[src/sv/twk_pkg.sv]
// shared types, codes and constants of the twinkle star envelope unit
package twk_pkg;

  // default number of leds with envelope state
  localparam int unsigned LedSlotsDefault = 256;

  // field widths
  localparam int unsigned LedW   = 8;
  localparam int unsigned TimeW  = 32;
  localparam int unsigned RollW  = 10;
  localparam int unsigned DurW   = 16;
  localparam int unsigned ColW   = 8;
  localparam int unsigned NumCol = 3;

  // configuration port
  localparam int unsigned CfgIdxW  = 3;
  localparam int unsigned CfgDataW = 16;

  localparam logic [CfgIdxW-1:0] CfgThreshold = 3'd0;
  localparam logic [CfgIdxW-1:0] CfgHold      = 3'd1;
  localparam logic [CfgIdxW-1:0] CfgFade      = 3'd2;
  localparam logic [CfgIdxW-1:0] CfgRed       = 3'd3;
  localparam logic [CfgIdxW-1:0] CfgGreen     = 3'd4;
  localparam logic [CfgIdxW-1:0] CfgBlue      = 3'd5;

  // register reset values
  localparam logic [RollW-1:0] ThresholdReset = 10'd50;
  localparam logic [DurW-1:0]  HoldReset      = 16'd500;
  localparam logic [DurW-1:0]  FadeReset      = 16'd500;
  localparam logic [ColW-1:0]  ColReset       = 8'd255;

  // item kinds
  localparam logic KindSpawn  = 1'b0;
  localparam logic KindRender = 1'b1;

  // divider: one quotient bit per step, quotient fits a color level
  localparam int unsigned DivSteps = ColW;
  localparam int unsigned DivCntW  = $clog2(DivSteps);

  typedef enum logic [2:0] {
    StIdle,
    StLookup,
    StEval,
    StPhase,
    StMul,
    StDiv,
    StDone
  } twk_state_e;

  typedef struct packed {
    logic capture;
    logic spawn;
    logic elapsed;
    logic phase;
    logic mul;
    logic div_step;
    logic load_out;
  } twk_cmd_t;

  typedef struct packed {
    logic is_render;
    logic scale;
  } twk_status_t;

endpackage

[src/sv/twk_ctrl.sv]
// sequencer of the envelope unit: handshakes, item steps and divide count
module twk_ctrl (
  input  logic                clk_i,
  input  logic                rst_ni,
  input  logic                in_valid_i,
  output logic                in_stall_o,
  output logic                out_valid_o,
  input  logic                out_stall_i,
  input  twk_pkg::twk_status_t status_i,
  output twk_pkg::twk_cmd_t    cmd_o
);
  import twk_pkg::*;

  twk_state_e         state_q, state_d;
  logic [DivCntW-1:0] cnt_q, cnt_d;
  logic               out_valid_q, out_valid_d;
  logic               out_free;

  assign out_free = !out_valid_q || !out_stall_i;

  // next state
  always_comb begin
    state_d = state_q;
    unique case (state_q)
      StIdle: begin
        if (in_valid_i) state_d = StLookup;
      end
      StLookup: begin
        state_d = status_i.is_render ? StEval : StIdle;
      end
      StEval:  state_d = StPhase;
      StPhase: state_d = status_i.scale ? StMul : StDone;
      StMul:   state_d = StDiv;
      StDiv: begin
        if (cnt_q == DivCntW'(DivSteps - 1)) state_d = StDone;
      end
      StDone: begin
        if (out_free) state_d = StIdle;
      end
      default: state_d = StIdle;
    endcase
  end

  // outputs and commands
  always_comb begin
    cmd_o       = '0;
    cnt_d       = cnt_q;
    out_valid_d = out_valid_q;
    if (out_valid_q && !out_stall_i) out_valid_d = 1'b0;
    unique case (state_q)
      StIdle:   cmd_o.capture = in_valid_i;
      StLookup: cmd_o.spawn = !status_i.is_render;
      StEval:   cmd_o.elapsed = 1'b1;
      StPhase:  cmd_o.phase = 1'b1;
      StMul: begin
        cmd_o.mul = 1'b1;
        cnt_d     = '0;
      end
      StDiv: begin
        cmd_o.div_step = 1'b1;
        cnt_d          = cnt_q + 1'b1;
      end
      StDone: begin
        if (out_free) begin
          cmd_o.load_out = 1'b1;
          out_valid_d    = 1'b1;
        end
      end
      default: cmd_o = '0;
    endcase
  end

  always_ff @(posedge clk_i or negedge rst_ni) begin
    if (!rst_ni) begin
      state_q     <= StIdle;
      cnt_q       <= '0;
      out_valid_q <= 1'b0;
    end else begin
      state_q     <= state_d;
      cnt_q       <= cnt_d;
      out_valid_q <= out_valid_d;
    end
  end

  assign in_stall_o  = (state_q != StIdle);
  assign out_valid_o = out_valid_q;

endmodule

[config.mk]
export PLATFORM = sky130hd
export DESIGN_NAME = twk_ctrl
export DESIGN_NICKNAME = d
export VERILOG_FILES = /design/src/sv/twk_pkg.sv /design/src/sv/twk_ctrl.sv
export SDC_FILE = /design/constraint.sdc
export NUM_CORES = 1
export LEC_CHECK = 0
export ABC_AREA = 1
export CAP_MARGIN = 40
export CORE_AREA = 8 8 45 47
export DETAILED_ROUTE_END_ITERATION = 8
export DIE_AREA = 0 0 53 55
export DONT_BUFFER_PORTS = 1
export GPL_TIMING_DRIVEN = 0
export SYNTH_ARGS = -nofsm -noshare
export SYNTH_HDL_FRONTEND = slang
export SYNTH_SLANG_ARGS = --single-unit
[constraint.sdc]
create_clock -name clk_i -period 1.4 [get_ports clk_i]
set_input_delay 0.07 -clock clk_i [delete_from_list [all_inputs] [get_ports clk_i]]
set_output_delay 0.07 -clock clk_i [all_outputs]
set_load 0.02 [all_outputs]
==> impl_results.html, run 1 <==
<table>
<tr><th>Metric</th><th>Value</th></tr>
<tr><th colspan="2">Outcome</th></tr>
<tr><td>Outcome</td><td>finished, final reports clean</td></tr>
<tr><th colspan="2">Floorplan</th></tr>
<tr><td>Die footprint</td><td>2920 um2</td></tr>
<tr><td>Height of the die</td><td>55 um</td></tr>
<tr><td>Number of placed I/O pins</td><td>15</td></tr>
<tr><td>Placement row count</td><td>14</td></tr>
<tr><td>Die width</td><td>about 53 um</td></tr>
<tr><td>Starting density of the core</td><td>31.4%</td></tr>
<tr><td>Core Box Area</td><td>1380 um2</td></tr>
<tr><th colspan="2">Placed design</th></tr>
<tr><td>Number of buffers inserted by port buffering</td><td>0</td></tr>
<tr><td>Routability cong.</td><td>0.752</td></tr>
<tr><td>Pre-CTS WS</td><td>0.165 ns</td></tr>
<tr><td>Detail Placement HPWL</td><td>721 um</td></tr>
<tr><th colspan="2">Timing</th></tr>
<tr><td>Final critical-path required period</td><td>1.33 ns</td></tr>
<tr><td>Unrepaired setup endpoints after global routing</td><td>true</td></tr>
<tr><td>Setup Skew</td><td>0.00408 ns</td></tr>
<tr><td>Final critical-path setup slack</td><td>0.0745 ns</td></tr>
<tr><td>Worst-Margin Slew</td><td>0.392 ns</td></tr>
<tr><td>Final worst path period share</td><td>94.7%</td></tr>
<tr><td>Fmax</td><td>0.754 GHz</td></tr>
<tr><td>Slew HR</td><td>73.7%</td></tr>
<tr><td>Endpoints failing hold</td><td>0</td></tr>
<tr><td>Setup-failing EPs final</td><td>0</td></tr>
<tr><td>Max Slew Vio Count</td><td>0</td></tr>
<tr><th colspan="2">Layout</th></tr>
<tr><td>Number of fill cells</td><td>153</td></tr>
<tr><td>ANT cells</td><td>0</td></tr>
<tr><td>Most frequent standard cell in the layout excluding fill and tap cells</td><td>sky130_fd_sc_hd__nand2_1</td></tr>
<tr><td>Post-layout nets</td><td>73</td></tr>
<tr><td>Commonest cells after routing, fill and taps aside</td><td>sky130_fd_sc_hd__nand2_1, sky130_fd_sc_hd__inv_1, sky130_fd_sc_hd__dfrtp_1</td></tr>
<tr><td>Utilization after layout</td><td>between 30% and 40%</td></tr>
<tr><td>Syn-to-layout area delta</td><td>20.2%</td></tr>
<tr><td>Fraction of layout cells with a size suffix above 1</td><td>approximately 25%</td></tr>
<tr><th colspan="2">Detailed routing</th></tr>
<tr><td>Final routed DRC violation total</td><td>0</td></tr>
<tr><td>Number of routed nets with antenna violations</td><td>0</td></tr>
<tr><td>Drt total wl</td><td>905 um</td></tr>
<tr><td>Total via count after detailed routing</td><td>378</td></tr>
<tr><td>Number of DRC violations after detailed-routing iteration 0</td><td>3</td></tr>
<tr><td>Average wire length per cell after detail routing</td><td>11.3 um</td></tr>
<tr><td>Per-cell via count in the routed design</td><td>4.73</td></tr>
<tr><td>Number of iterations in the first detailed-routing pass</td><td>4</td></tr>
<tr><th colspan="2">Synth</th></tr>
<tr><td>Number of flops mapped to enable cells by yosys</td><td>0</td></tr>
<tr><td>Cells after synthesis</td><td>58</td></tr>
<tr><td>FF+latch count, synth</td><td>7</td></tr>
<tr><td>Proportion of register bits with asynchronous set or reset after synthesis</td><td>100%</td></tr>
<tr><td>Yosys warning count</td><td>0</td></tr>
<tr><td>Mean instance size in the synthesized netlist</td><td>7.49 um2</td></tr>
<tr><td>Number of distinct library cells after synthesis</td><td>16</td></tr>
<tr><td>Cell area after synthesis</td><td>~430 um2</td></tr>
<tr><td>Post-synth top area share</td><td>about two fifths</td></tr>
<tr><td>Post-Syn Nets</td><td>66</td></tr>
<tr><td>Top post-synthesis cells by area</td><td>sky130_fd_sc_hd__dfrtp_1, sky130_fd_sc_hd__nand2_1, sky130_fd_sc_hd__inv_1</td></tr>
<tr><td>Primary flip-flop cell chosen by synthesis mapping</td><td>sky130_fd_sc_hd__dfrtp_1</td></tr>
<tr><td>Largest area contributor in the netlist</td><td>sky130_fd_sc_hd__dfrtp_1</td></tr>
<tr><td>Post-synthesis sequential area ratio</td><td>approximately two fifths</td></tr>
<tr><th colspan="2">Clock network</th></tr>
<tr><td>TritonCTS buffer count</td><td>3</td></tr>
<tr><td>Clock tree from TritonCTS</td><td>done</td></tr>
<tr><td>Clock Sinks</td><td>7</td></tr>
<tr><td>Worst skew pair latency</td><td>0.25 ns</td></tr>
<tr><td>Maximum number of buffers from clock root to sink</td><td>2</td></tr>
<tr><td>Clock H-tree levels</td><td>1</td></tr>
<tr><td>Clock tree root driver cell</td><td>sky130_fd_sc_hd__clkbuf_4</td></tr>
<tr><td>Clock transition at the registers of the reported paths</td><td>around 0.05 ns</td></tr>
<tr><td>Post CTS Setup Buffer Count</td><td>0</td></tr>
<tr><th colspan="2">Critical path</th></tr>
<tr><td>Endpoint of the worst-slack reg-to-reg timing path</td><td>state_q[1]$_DFFE_PN0P_</td></tr>
<tr><td>CP Data Arrival Time</td><td>1.26 ns</td></tr>
<tr><td>Data required time of the critical path</td><td>1.33 ns</td></tr>
<tr><td>Worst R2R Setup Slack</td><td>0.18 ns</td></tr>
<tr><td>Kind of end point of the critical path</td><td>output pin</td></tr>
<tr><td>CP Launch Type</td><td>register</td></tr>
<tr><td>Cell family with most CP delay</td><td>simple AND/OR/NAND/NOR gates</td></tr>
<tr><td>Number of cells on the critical path</td><td>4</td></tr>
<tr><td>Origin of the critical flop-to-flop path</td><td>cnt_q[0]$_DFFE_PN0P_</td></tr>
<tr><td>Cell with the biggest individual delay on the critical path</td><td>sky130_fd_sc_hd__dfrtp_1</td></tr>
<tr><td>Crit Path Max Fanout</td><td>8</td></tr>
<tr><td>Type of the worst setup path</td><td>register to output pin</td></tr>
<tr><td>Delay of the slowest critical-path stage</td><td>0.37 ns</td></tr>
<tr><td>R2R depth</td><td>6</td></tr>
<tr><td>CP cell instances</td><td>buf_6, nor2_1, nand2_2, nor2_4</td></tr>
<tr><td>Worst setup path endpoint</td><td>cmd_o[6]</td></tr>
<tr><td>CP Launch Point</td><td>state_q[1]$_DFFE_PN0P_</td></tr>
<tr><td>Critical path buffers and inverters</td><td>1</td></tr>
<tr><th colspan="2">Global routing</th></tr>
<tr><td>Initial antenna violation count</td><td>0</td></tr>
<tr><td>First-pass GRT wire length</td><td>between 1500 and 2000 um</td></tr>
<tr><td>Pin count of the biggest net entering global routing</td><td>9</td></tr>
<tr><td>Global route overflow</td><td>0</td></tr>
<tr><td>All-Layer GR Usage</td><td>7.02%</td></tr>
<tr><td>Vias in the first global route</td><td>369</td></tr>
<tr><th colspan="2">Pwr</th></tr>
<tr><td>Maximum resistive drop on vdd</td><td>around 900 uV</td></tr>
<tr><td>Total power divided by cell area</td><td>2300 nW/um2</td></tr>
<tr><td>Leakage power summed over all cells</td><td>0.292 nW</td></tr>
<tr><th colspan="2">Run</th></tr>
<tr><td>Number of max-cap violations</td><td>0</td></tr>
<tr><th colspan="2">Hold path</th></tr>
<tr><td>Class of the tightest hold or removal check</td><td>input pin to register</td></tr>
</table>
==> per-stage QoR <==
stage	hold WS, ns	power, W	setup TNS, ns	instance area (um2)	std cells
final	0.0819	0.00120	0	522	80
after CTS	0.0818	0.00120	0	517	80
after detailed placement	-0.225	0.000983	0	454	74
after global placement	-0.225	0.000967	0	454	74
after floorplan	-0.226	0.000883	0	434	58
after global routing	0.0856	0.00131	-0.0155	522	80
==> tightest hold or removal path: stages <==
cell	delay, ns
sky130_fd_sc_hd__nor2_1	0.02
sky130_fd_sc_hd__nor2_1	0.13
sky130_fd_sc_hd__o21bai_2	0.06
==> final cells by class <==
| class | instances | area, um2 | share of cell area, % |
|---|---|---|---|
| Multi-Input combinational cell | 39 | 228 | 43.6 |
| Sequential cell | 7 | 175 | 33.6 |
| Inverter | 11 | 41.3 | 7.91 |
| Clock buffer | 4 | 26.3 | 5.04 |
| Timing Repair Buffer | 2 | 20.0 | 3.84 |
| Tap cell | 16 | 20.0 | 3.84 |
| Buffer | 1 | 11.3 | 2.16 |
==> power breakdown <==
part / internal (W) / switching (W) / leakage, nW
combinational: 0.000188 / 0.000445 / 0.188
clock: 0.000109 / 0.0000744 / 0.0150
sequential: 0.000293 / 0.0000937 / 0.0889
==> timing repair <==
action / CTS / global route
endpoints found under the setup margin: 3 / 2
gates resized for setup: 4 / 2
endpoints found under the hold margin: 8 / 0
hold buffers: 2 / 0
pin swaps: 0 / 0
==> logic make-up after synthesis <==
family	after synthesis	synth area share, %
compound gates	6	8.35
simple gates	31	33.4
buf+inv	12	12.1
fa+ha+maj	2	5.76
flops	7	40.3
==> sequential cells by signal, indices dropped and copies added (netlist names) <==
signal,flops
state_q,3
out_valid_o,1
cnt_q,3
==> layer usage <==
metal  vias to the layer above  global-route usage, %  share of wire [%]
li1                        194                      -                  -
met5                         -                      0                  0
met4                         0                   3.88                  0
met1                       173                   7.52                 45
met3                         0                   3.21                9.4
met2                        11                   11.3                 45
==> cells in the mapped netlist (2+ instances only) <==
library cell and count:
sky130_fd_sc_hd__nand2_1 15, sky130_fd_sc_hd__inv_1 9, sky130_fd_sc_hd__dfrtp_1 7, sky130_fd_sc_hd__nor2_1 7, sky130_fd_sc_hd__nand3_1 4, sky130_fd_sc_hd__o21ai_0 3
sky130_fd_sc_hd__ha_1 2, sky130_fd_sc_hd__inv_2 2, sky130_fd_sc_hd__nand3_2 2
==> worst min-delay path by stage <==
stage | to | slack [ns] | cells after the start | startpoint
floorplan | cnt_q[0]$_DFFE_PN0P_ | -0.23 | 0 | rst_ni
global placement | cnt_q[1]$_DFFE_PN0P_ | -0.23 | 0 | rst_ni
detailed placement | cnt_q[0]$_DFFE_PN0P_ | -0.23 | 0 | rst_ni
CTS | state_q[1]$_DFFE_PN0P_ | 0.08 | 3 | status_i[0]
global route | state_q[1]$_DFFE_PN0P_ | 0.09 | 3 | status_i[0]
finish | state_q[1]$_DFFE_PN0P_ | 0.08 | 3 | status_i[0]
(Power assumes the default switching activity.)
==> run 2: changes to the inputs <==
SLEW_MARGIN = 20   (was not set)
clock period = 1.19 ns   (was 1.4 ns; I/O delays follow)
==> run 2 against run 1 <==
  * The flow now finishes with violations (setup timing)
  * Global-route usage rose by 0.83 points
  * Setup slack lost 0.075 ns
  * Via count is 8.7% higher
  * Final cell count grew 10%
  * Die area did not move
  * Register-to-register slack got worse by 0.12 ns
  * Flip-flop and latch count unchanged
  * Sequential share of layout area shrank 6.4 points
  * Cell area is 24% higher
  * Largest cell class unchanged
  * Highest routed layer unchanged
==> impl_results.html, run 2 (synthesis results as in run 1) <==
<table>
<tr><th>Metric</th><th>Value</th></tr>
<tr><th colspan="2">Critical path</th></tr>
<tr><td>Critical path buffers and inverters</td><td>1 (unchanged)</td></tr>
<tr><td>Type of the worst setup path</td><td>register to output pin</td></tr>
<tr><td>CP cell instances</td><td>buf_6, nor2_4, nand2_4, nor2_4</td></tr>
<tr><td>CP Launch Type</td><td>register</td></tr>
<tr><td>Most frequent cell on the critical path</td><td>sky130_fd_sc_hd__nor2_4</td></tr>
<tr><td>Crit Path Max Fanout</td><td>8 (unchanged)</td></tr>
<tr><td>Kind of end point of the critical path</td><td>output pin</td></tr>
<tr><td>Number of cells on the critical path</td><td>4 (unchanged)</td></tr>
<tr><td>Cell with the biggest individual delay on the critical path</td><td>sky130_fd_sc_hd__dfrtp_1</td></tr>
<tr><td>Cell family with most CP delay</td><td>flip-flops</td></tr>
<tr><td>CP Data Arrival Time</td><td>1.13 ns (-0.13 ns)</td></tr>
<tr><td>Delay of the slowest critical-path stage</td><td>0.37 ns (about the same)</td></tr>
<tr><td>R2R depth</td><td>6 (unchanged)</td></tr>
<tr><td>Data required time of the critical path</td><td>1.13 ns (-0.20 ns)</td></tr>
<tr><th colspan="2">Clock network</th></tr>
<tr><td>Clock H-tree levels</td><td>1 (unchanged)</td></tr>
<tr><td>Clock transition at the registers of the reported paths</td><td>0.05 ns (about the same)</td></tr>
<tr><td>Maximum number of buffers from clock root to sink</td><td>2 (unchanged)</td></tr>
<tr><td>Clock tree from TritonCTS</td><td>done</td></tr>
<tr><td>Clock tree root driver cell</td><td>sky130_fd_sc_hd__clkbuf_4</td></tr>
<tr><td>Worst skew pair latency</td><td>0.24 ns (about the same)</td></tr>
<tr><td>Clock Sinks</td><td>7 (unchanged)</td></tr>
<tr><td>TritonCTS buffer count</td><td>3 (unchanged)</td></tr>
<tr><th colspan="2">Timing</th></tr>
<tr><td>Setup Skew</td><td>0.00163 ns (-0.00244 ns)</td></tr>
<tr><td>Endpoints failing hold</td><td>0 (unchanged)</td></tr>
<tr><td>Max Slew Vio Count</td><td>0 (unchanged)</td></tr>
<tr><td>Setup-failing EPs final</td><td>1 (+1)</td></tr>
<tr><td>Unrepaired setup endpoints after global routing</td><td>true</td></tr>
<tr><td>Final worst path period share</td><td>100%</td></tr>
<tr><td>Fmax</td><td>0.840 GHz</td></tr>
<tr><td>Worst-Margin Slew</td><td>0.338 ns (-0.0537 ns)</td></tr>
<tr><td>Slew HR</td><td>77.4% (+3.6 points)</td></tr>
<tr><td>Final critical-path required period</td><td>~1.2 ns</td></tr>
<tr><td>Final critical-path setup slack</td><td>-0.000735 ns (-0.0753 ns)</td></tr>
<tr><th colspan="2">Detailed routing</th></tr>
<tr><td>Per-cell via count in the routed design</td><td>4.67 (-1.2%)</td></tr>
<tr><td>Final routed DRC violation total</td><td>0 (unchanged)</td></tr>
<tr><td>Average wire length per cell after detail routing</td><td>11.7 um (+3.8%)</td></tr>
<tr><td>Drt total wl</td><td>1030 um (+14%)</td></tr>
<tr><td>Number of DRC violations after detailed-routing iteration 0</td><td>3 (unchanged)</td></tr>
<tr><td>Number of iterations in the first detailed-routing pass</td><td>3 (-1)</td></tr>
<tr><td>Total via count after detailed routing</td><td>411 (+8.7%)</td></tr>
<tr><td>Number of routed nets with antenna violations</td><td>0 (unchanged)</td></tr>
<tr><th colspan="2">Layout</th></tr>
<tr><td>Commonest cells after routing, fill and taps aside</td><td>sky130_fd_sc_hd__nand2_1, sky130_fd_sc_hd__buf_4, sky130_fd_sc_hd__dfrtp_1</td></tr>
<tr><td>Most frequent standard cell in the layout excluding fill and tap cells</td><td>sky130_fd_sc_hd__nand2_1</td></tr>
<tr><td>Post-layout nets</td><td>81 (+11%)</td></tr>
<tr><td>ANT cells</td><td>0 (unchanged)</td></tr>
<tr><td>Utilization after layout</td><td>46.9% (+9.2 points)</td></tr>
<tr><td>Number of fill cells</td><td>141 (-7.8%)</td></tr>
<tr><td>Fraction of layout cells with a size suffix above 1</td><td>51.4% (+26 points)</td></tr>
<tr><td>Syn-to-layout area delta</td><td>49.6%</td></tr>
<tr><th colspan="2">Floorplan</th></tr>
<tr><td>Placement row count</td><td>14 (unchanged)</td></tr>
<tr><td>Die footprint</td><td>2920 um2 (unchanged)</td></tr>
<tr><td>Die width</td><td>53 um (unchanged)</td></tr>
<tr><td>Starting density of the core</td><td>31.4% (unchanged)</td></tr>
<tr><td>Number of placed I/O pins</td><td>15 (unchanged)</td></tr>
<tr><td>Core Box Area</td><td>1380 um2 (unchanged)</td></tr>
<tr><td>Height of the die</td><td>55 um (unchanged)</td></tr>
<tr><th colspan="2">Placed design</th></tr>
<tr><td>Number of buffers inserted by port buffering</td><td>0 (unchanged)</td></tr>
<tr><td>Detail Placement HPWL</td><td>721 um (unchanged)</td></tr>
<tr><td>Pre-CTS WS</td><td>-0.0364 ns (-0.201 ns)</td></tr>
<tr><td>Routability cong.</td><td>0.752 (unchanged)</td></tr>
<tr><th colspan="2">Run</th></tr>
<tr><td>Number of max-cap violations</td><td>0 (unchanged)</td></tr>
<tr><th colspan="2">Global routing</th></tr>
<tr><td>All-Layer GR Usage</td><td>7.84% (+0.83 points)</td></tr>
<tr><td>Vias in the first global route</td><td>431 (+17%)</td></tr>
<tr><td>Pin count of the biggest net entering global routing</td><td>9 (unchanged)</td></tr>
<tr><td>First-pass GRT wire length</td><td>1730 um (+14%)</td></tr>
<tr><td>Initial antenna violation count</td><td>0 (unchanged)</td></tr>
<tr><td>Global route overflow</td><td>0 (unchanged)</td></tr>
<tr><th colspan="2">Hold path</th></tr>
<tr><td>Class of the tightest hold or removal check</td><td>input pin to register</td></tr>
<tr><td>Hold Path Stages</td><td>3 (unchanged)</td></tr>
<tr><th colspan="2">Outcome</th></tr>
<tr><td>Violated checks</td><td>setup timing</td></tr>
<tr><td>Outcome</td><td>finished, violations left</td></tr>
<tr><th colspan="2">Pwr</th></tr>
<tr><td>Leakage power summed over all cells</td><td>0.329 nW (+13%)</td></tr>
<tr><td>Maximum resistive drop on vdd</td><td>1090 uV (+20%)</td></tr>
<tr><td>Total power divided by cell area</td><td>2830 nW/um2 (+23%)</td></tr>
</table>
run 2: tightest hold or removal path: stages:
cell	delay, ns
sky130_fd_sc_hd__nor2_1	0.02
sky130_fd_sc_hd__nor2_1	0.13
sky130_fd_sc_hd__o21bai_2	0.06
run 2: worst paths after layout:
| kind | start | end | slack [ns] |
|---|---|---|---|
| worst max register to register | cnt_q[0]$_DFFE_PN0P_ | state_q[1]$_DFFE_PN0P_ | 0.06 |
| min in group asynchronous | rst_ni | cnt_q[2]$_DFFE_PN0P_ | 0.15 |
| worst max-delay path | state_q[1]$_DFFE_PN0P_ | cmd_o[6] | -0.0007 |
| worst min register to register | cnt_q[1]$_DFFE_PN0P_ | cnt_q[1]$_DFFE_PN0P_ | 0.49 |
| worst min-delay path | status_i[0] | state_q[1]$_DFFE_PN0P_ | 0.08 |
| max in group asynchronous | rst_ni | state_q[0]$_DFFE_PN0P_ | 0.77 |
run 2: timing repair:
action                                 in CTS  in global routing
endpoints found under the hold margin       8                  0
setup endpoints to repair                   6                  8
hold buffers                                2                  0
setup buffers                               6                  2
gates resized for setup                    20                  9
pin swaps                                   7                  7
gates cloned                                0                  0
run 2: layout make-up:
| type | count | area [um2] | share of cell area, % |
|---|---|---|---|
| multi-input cells | 39 | 284 | 43.7 |
| flip-flops and latches | 7 | 176 | 27.2 |
| repair buffers | 10 | 80.1 | 12.3 |
| inverters | 11 | 51.3 | 7.90 |
| clock buffers | 4 | 26.3 | 4.05 |
| well taps | 16 | 20.0 | 3.08 |
| plain buffers | 1 | 11.3 | 1.73 |
run 2: metal layers:
layer	vias to the layer above	wire, um	part of all wire, %	GRT usage (%)
li1	211	-	-	-
met1	188	407	39	7.99
met2	12	519	50	13.3
met3	0	105	10	3.74
met4	0	0	0	3.88
met5	-	0	0	0
run 2: where the power goes:
part	total (W)	internal, W	leakage (nW)	switching, W
combinational	0.00115	0.000455	0.226	0.000692
clock	0.000213	0.000128	0.0150	0.0000852
sequential	0.000476	0.000349	0.0880	0.000127
total	0.00184	0.000931	0.329	0.000905
run 2: stage by stage:
stage | hold slack, ns | area (um2) | TNS, ns | instances | total power, W
6_report | 0.0753 | 649 | -0.000735 | 88 | 0.00184
5_1_grt | 0.0751 | 649 | -0.197 | 88 | 0.00199
4_1_cts | 0.0713 | 614 | -0.0355 | 86 | 0.00174
3_5_place_dp | -0.236 | 454 | -0.0820 | 74 | 0.00116
3_3_place_gp | -0.236 | 454 | -0.0547 | 74 | 0.00114
2_1_floorplan | -0.236 | 434 | 0 | 58 | 0.00104
==> run 3: changes to the inputs <==
clock period = 1 ns   (was 1.19 ns; I/O delays follow)
==> run 3 against run 2 <==
  * The flow still finishes with violations (setup timing)
  * Utilization grew 1.7 points
  * Sequential power grew 22%
  * Flip-flop and latch count is the same
  * Critical endpoint unchanged
  * Largest cell class unchanged
  * Highest routed layer is now met4
==> impl_results.html, run 3 (synthesis results as in run 1) <==
<table>
<tr><th>Metric</th><th>Value</th></tr>
<tr><th colspan="2">Layout</th></tr>
<tr><td>Commonest cells after routing, fill and taps aside</td><td>sky130_fd_sc_hd__nand2_1, sky130_fd_sc_hd__dfrtp_1, sky130_fd_sc_hd__nand2_2, sky130_fd_sc_hd__buf_4</td></tr>
<tr><td>Fraction of layout cells with a size suffix above 1</td><td>56.3% (+4.9 points)</td></tr>
<tr><td>Utilization after layout</td><td>48.6% (+1.7 points)</td></tr>
<tr><td>ANT cells</td><td>0 (unchanged)</td></tr>
<tr><td>Most frequent standard cell in the layout excluding fill and tap cells</td><td>sky130_fd_sc_hd__nand2_1</td></tr>
<tr><td>Syn-to-layout area delta</td><td>55.0%</td></tr>
<tr><td>Post-layout nets</td><td>80 (-1.2%)</td></tr>
<tr><th colspan="2">Critical path</th></tr>
<tr><td>Data required time of the critical path</td><td>0.95 ns (-0.18 ns)</td></tr>
<tr><td>Delay of the slowest critical-path stage</td><td>0.37 ns (about the same)</td></tr>
<tr><td>Origin of the critical flop-to-flop path</td><td>cnt_q[0]$_DFFE_PN0P_</td></tr>
<tr><td>Kind of end point of the critical path</td><td>output pin</td></tr>
<tr><td>R2R depth</td><td>6 (unchanged)</td></tr>
<tr><td>Worst R2R Setup Slack</td><td>-0.14 ns (-0.20 ns)</td></tr>
<tr><td>Most frequent cell on the critical path</td><td>sky130_fd_sc_hd__nor2_4</td></tr>
<tr><td>CP Data Arrival Time</td><td>1.13 ns (about the same)</td></tr>
<tr><td>CP Launch Type</td><td>register</td></tr>
<tr><td>Endpoint of the worst-slack reg-to-reg timing path</td><td>state_q[1]$_DFFE_PN0P_</td></tr>
<tr><td>Crit Path Max Fanout</td><td>8 (unchanged)</td></tr>
<tr><td>CP cell instances</td><td>buf_6, nor2_4, nand2_4, nor2_4</td></tr>
<tr><td>Type of the worst setup path</td><td>register to output pin</td></tr>
<tr><td>Cell with the biggest individual delay on the critical path</td><td>sky130_fd_sc_hd__dfrtp_1</td></tr>
<tr><th colspan="2">Clock network</th></tr>
<tr><td>TritonCTS buffer count</td><td>3 (unchanged)</td></tr>
<tr><td>Clock transition at the registers of the reported paths</td><td>0.05 ns (about the same)</td></tr>
<tr><td>Clock H-tree levels</td><td>1 (unchanged)</td></tr>
<tr><td>Clock Sinks</td><td>7 (unchanged)</td></tr>
<tr><td>Worst skew pair latency</td><td>0.25 ns (about the same)</td></tr>
<tr><td>Clock tree root driver cell</td><td>sky130_fd_sc_hd__clkbuf_4</td></tr>
<tr><td>Clock tree from TritonCTS</td><td>done</td></tr>
<tr><td>Maximum number of buffers from clock root to sink</td><td>2 (unchanged)</td></tr>
<tr><th colspan="2">Global routing</th></tr>
<tr><td>First-pass GRT wire length</td><td>1570 um (-9.5%)</td></tr>
<tr><td>Pin count of the biggest net entering global routing</td><td>9 (unchanged)</td></tr>
<tr><td>Met2 capacity usage during global routing</td><td>12.3% (-0.98 points)</td></tr>
<tr><td>Met3 track demand over resource</td><td>2.94% (-0.80 points)</td></tr>
<tr><td>Vias in the first global route</td><td>401 (-7.0%)</td></tr>
<tr><td>Met1 Resource Use GR</td><td>6.80% (-1.2 points)</td></tr>
<tr><td>All-Layer GR Usage</td><td>7.15% (-0.70 points)</td></tr>
<tr><td>Global route overflow</td><td>0 (unchanged)</td></tr>
<tr><td>Initial antenna violation count</td><td>0 (unchanged)</td></tr>
<tr><td>GRT busiest layer</td><td>met2</td></tr>
<tr><th colspan="2">Pwr</th></tr>
<tr><td>Total power</td><td>0.00226 W (+23%)</td></tr>
<tr><td>Maximum resistive drop on vdd</td><td>1200 uV (+10%)</td></tr>
<tr><td>Leakage power summed over all cells</td><td>0.330 nW (about the same)</td></tr>
<tr><td>Total power divided by cell area</td><td>3360 nW/um2 (+19%)</td></tr>
<tr><th colspan="2">Floorplan</th></tr>
<tr><td>Core Box Area</td><td>1380 um2 (unchanged)</td></tr>
<tr><td>Number of placed I/O pins</td><td>15 (unchanged)</td></tr>
<tr><td>Height of the die</td><td>55 um (unchanged)</td></tr>
<tr><td>Die footprint</td><td>2920 um2 (unchanged)</td></tr>
<tr><td>Placement row count</td><td>14 (unchanged)</td></tr>
<tr><td>Die width</td><td>53 um (unchanged)</td></tr>
<tr><td>Starting density of the core</td><td>31.4% (unchanged)</td></tr>
<tr><th colspan="2">Placed design</th></tr>
<tr><td>Pre-CTS WS</td><td>-0.140 ns (-0.103 ns)</td></tr>
<tr><td>Routability cong.</td><td>0.716 (-4.9%)</td></tr>
<tr><td>Number of buffers inserted by port buffering</td><td>0 (unchanged)</td></tr>
<tr><td>Detail Placement HPWL</td><td>702 um (-2.6%)</td></tr>
<tr><th colspan="2">Hold path</th></tr>
<tr><td>Hold Path Stages</td><td>3 (unchanged)</td></tr>
<tr><td>End point of the most critical hold path</td><td>state_q[1]$_DFFE_PN0P_</td></tr>
<tr><td>Class of the tightest hold or removal check</td><td>input pin to register</td></tr>
<tr><td>Worst Hold Launch</td><td>status_i[0]</td></tr>
<tr><th colspan="2">Detailed routing</th></tr>
<tr><td>Per-cell via count in the routed design</td><td>4.72 (+1.1%)</td></tr>
<tr><td>Number of iterations in the first detailed-routing pass</td><td>2 (-1)</td></tr>
<tr><td>Number of DRC violations after detailed-routing iteration 0</td><td>2 (-1)</td></tr>
<tr><td>Total via count after detailed routing</td><td>411 (unchanged)</td></tr>
<tr><td>Number of routed nets with antenna violations</td><td>0 (unchanged)</td></tr>
<tr><td>Final routed DRC violation total</td><td>0 (unchanged)</td></tr>
<tr><td>Average wire length per cell after detail routing</td><td>11.0 um (-6.2%)</td></tr>
<tr><td>Drt total wl</td><td>958 um (-7.3%)</td></tr>
<tr><th colspan="2">Timing</th></tr>
<tr><td>Endpoints failing hold</td><td>0 (unchanged)</td></tr>
<tr><td>Unrepaired setup endpoints after global routing</td><td>true</td></tr>
<tr><td>Final worst path period share</td><td>118%</td></tr>
<tr><td>Worst-Margin Slew</td><td>0.311 ns (-0.0278 ns)</td></tr>
<tr><td>Final critical-path setup slack</td><td>-0.184 ns (-0.183 ns)</td></tr>
<tr><td>Slew HR</td><td>79.2% (+1.9 points)</td></tr>
<tr><td>Setup Skew</td><td>0.00393 ns (+0.00230 ns)</td></tr>
<tr><td>Setup-failing EPs final</td><td>14 (+13)</td></tr>
<tr><td>Fmax</td><td>0.845 GHz</td></tr>
<tr><td>Setup TNS</td><td>-1.52 ns (-1.52 ns)</td></tr>
<tr><td>Final critical-path required period</td><td>1.18 ns</td></tr>
<tr><td>Max Slew Vio Count</td><td>0 (unchanged)</td></tr>
<tr><th colspan="2">Outcome</th></tr>
<tr><td>Outcome</td><td>finished, violations left</td></tr>
<tr><td>Violated checks</td><td>setup timing</td></tr>
<tr><th colspan="2">Run</th></tr>
<tr><td>Number of max-cap violations</td><td>0 (unchanged)</td></tr>
</table>
-- run 3: worst max-delay path, delay by kind of cell, from the launching register on --
family        cells  cell delay [ns]
flops             1             0.37
buf+inv           1             0.15
simple gates      3             0.36
-- run 3: layout make-up --
type / count / area (um2)
inverter: 11 / 53.8
fill: 138 / 711
timing repair buffer: 9 / 80.1
sequential: 7 / 176
clock buffer: 4 / 26.3
tap: 16 / 20.0
multi-input combinational: 39 / 305
buffer: 1 / 11.3
-- run 3: what timing repair did --
| item | in CTS | in global routing |
|---|---|---|
| hold buffers | 2 | 0 |
| buffers inserted | 5 | 2 |
| gates resized for setup | 23 | 7 |
| endpoints found under the setup margin | 13 | 14 |
| endpoints found under the hold margin | 8 | 0 |
| pin swaps | 11 | 5 |
-- run 3: per-stage QoR --
stage	instance area (um2)	hold WS (ns)	instances
after global routing	673	0.0642	87
final	673	0.0592	87
after detailed placement	485	-0.245	74
after CTS	633	0.0711	85
after global placement	485	-0.245	74
after floorplan	465	-0.246	58
-- run 3: where the power goes --
group | leakage (nW) | internal, W | switching [W]
Clock | 0.0150 | 0.000152 | 0.000103
Sequential | 0.0880 | 0.000415 | 0.000168
Combinational | 0.227 | 0.000581 | 0.000842
-- run 3: layer usage --
metal  wire length (um)  up-vias
li1                   -      205
met1                363      192
met3                 99        2
met2                474       12
met4                 21        0
met5                  0        -
-- run 3: worst max path at each step --
stage	endpoint	slack, ns	from	cells past startpoint
floorplan	cmd_o[6]	-0.08	state_q[1]$_DFFE_PN0P_	4
global placement	cmd_o[6]	-0.13	state_q[1]$_DFFE_PN0P_	4
detailed placement	cmd_o[6]	-0.14	state_q[1]$_DFFE_PN0P_	4
CTS	cmd_o[6]	-0.21	state_q[1]$_DFFE_PN0P_	4
global route	cmd_o[6]	-0.23	state_q[1]$_DFFE_PN0P_	4
finish	cmd_o[6]	-0.18	state_q[1]$_DFFE_PN0P_	4
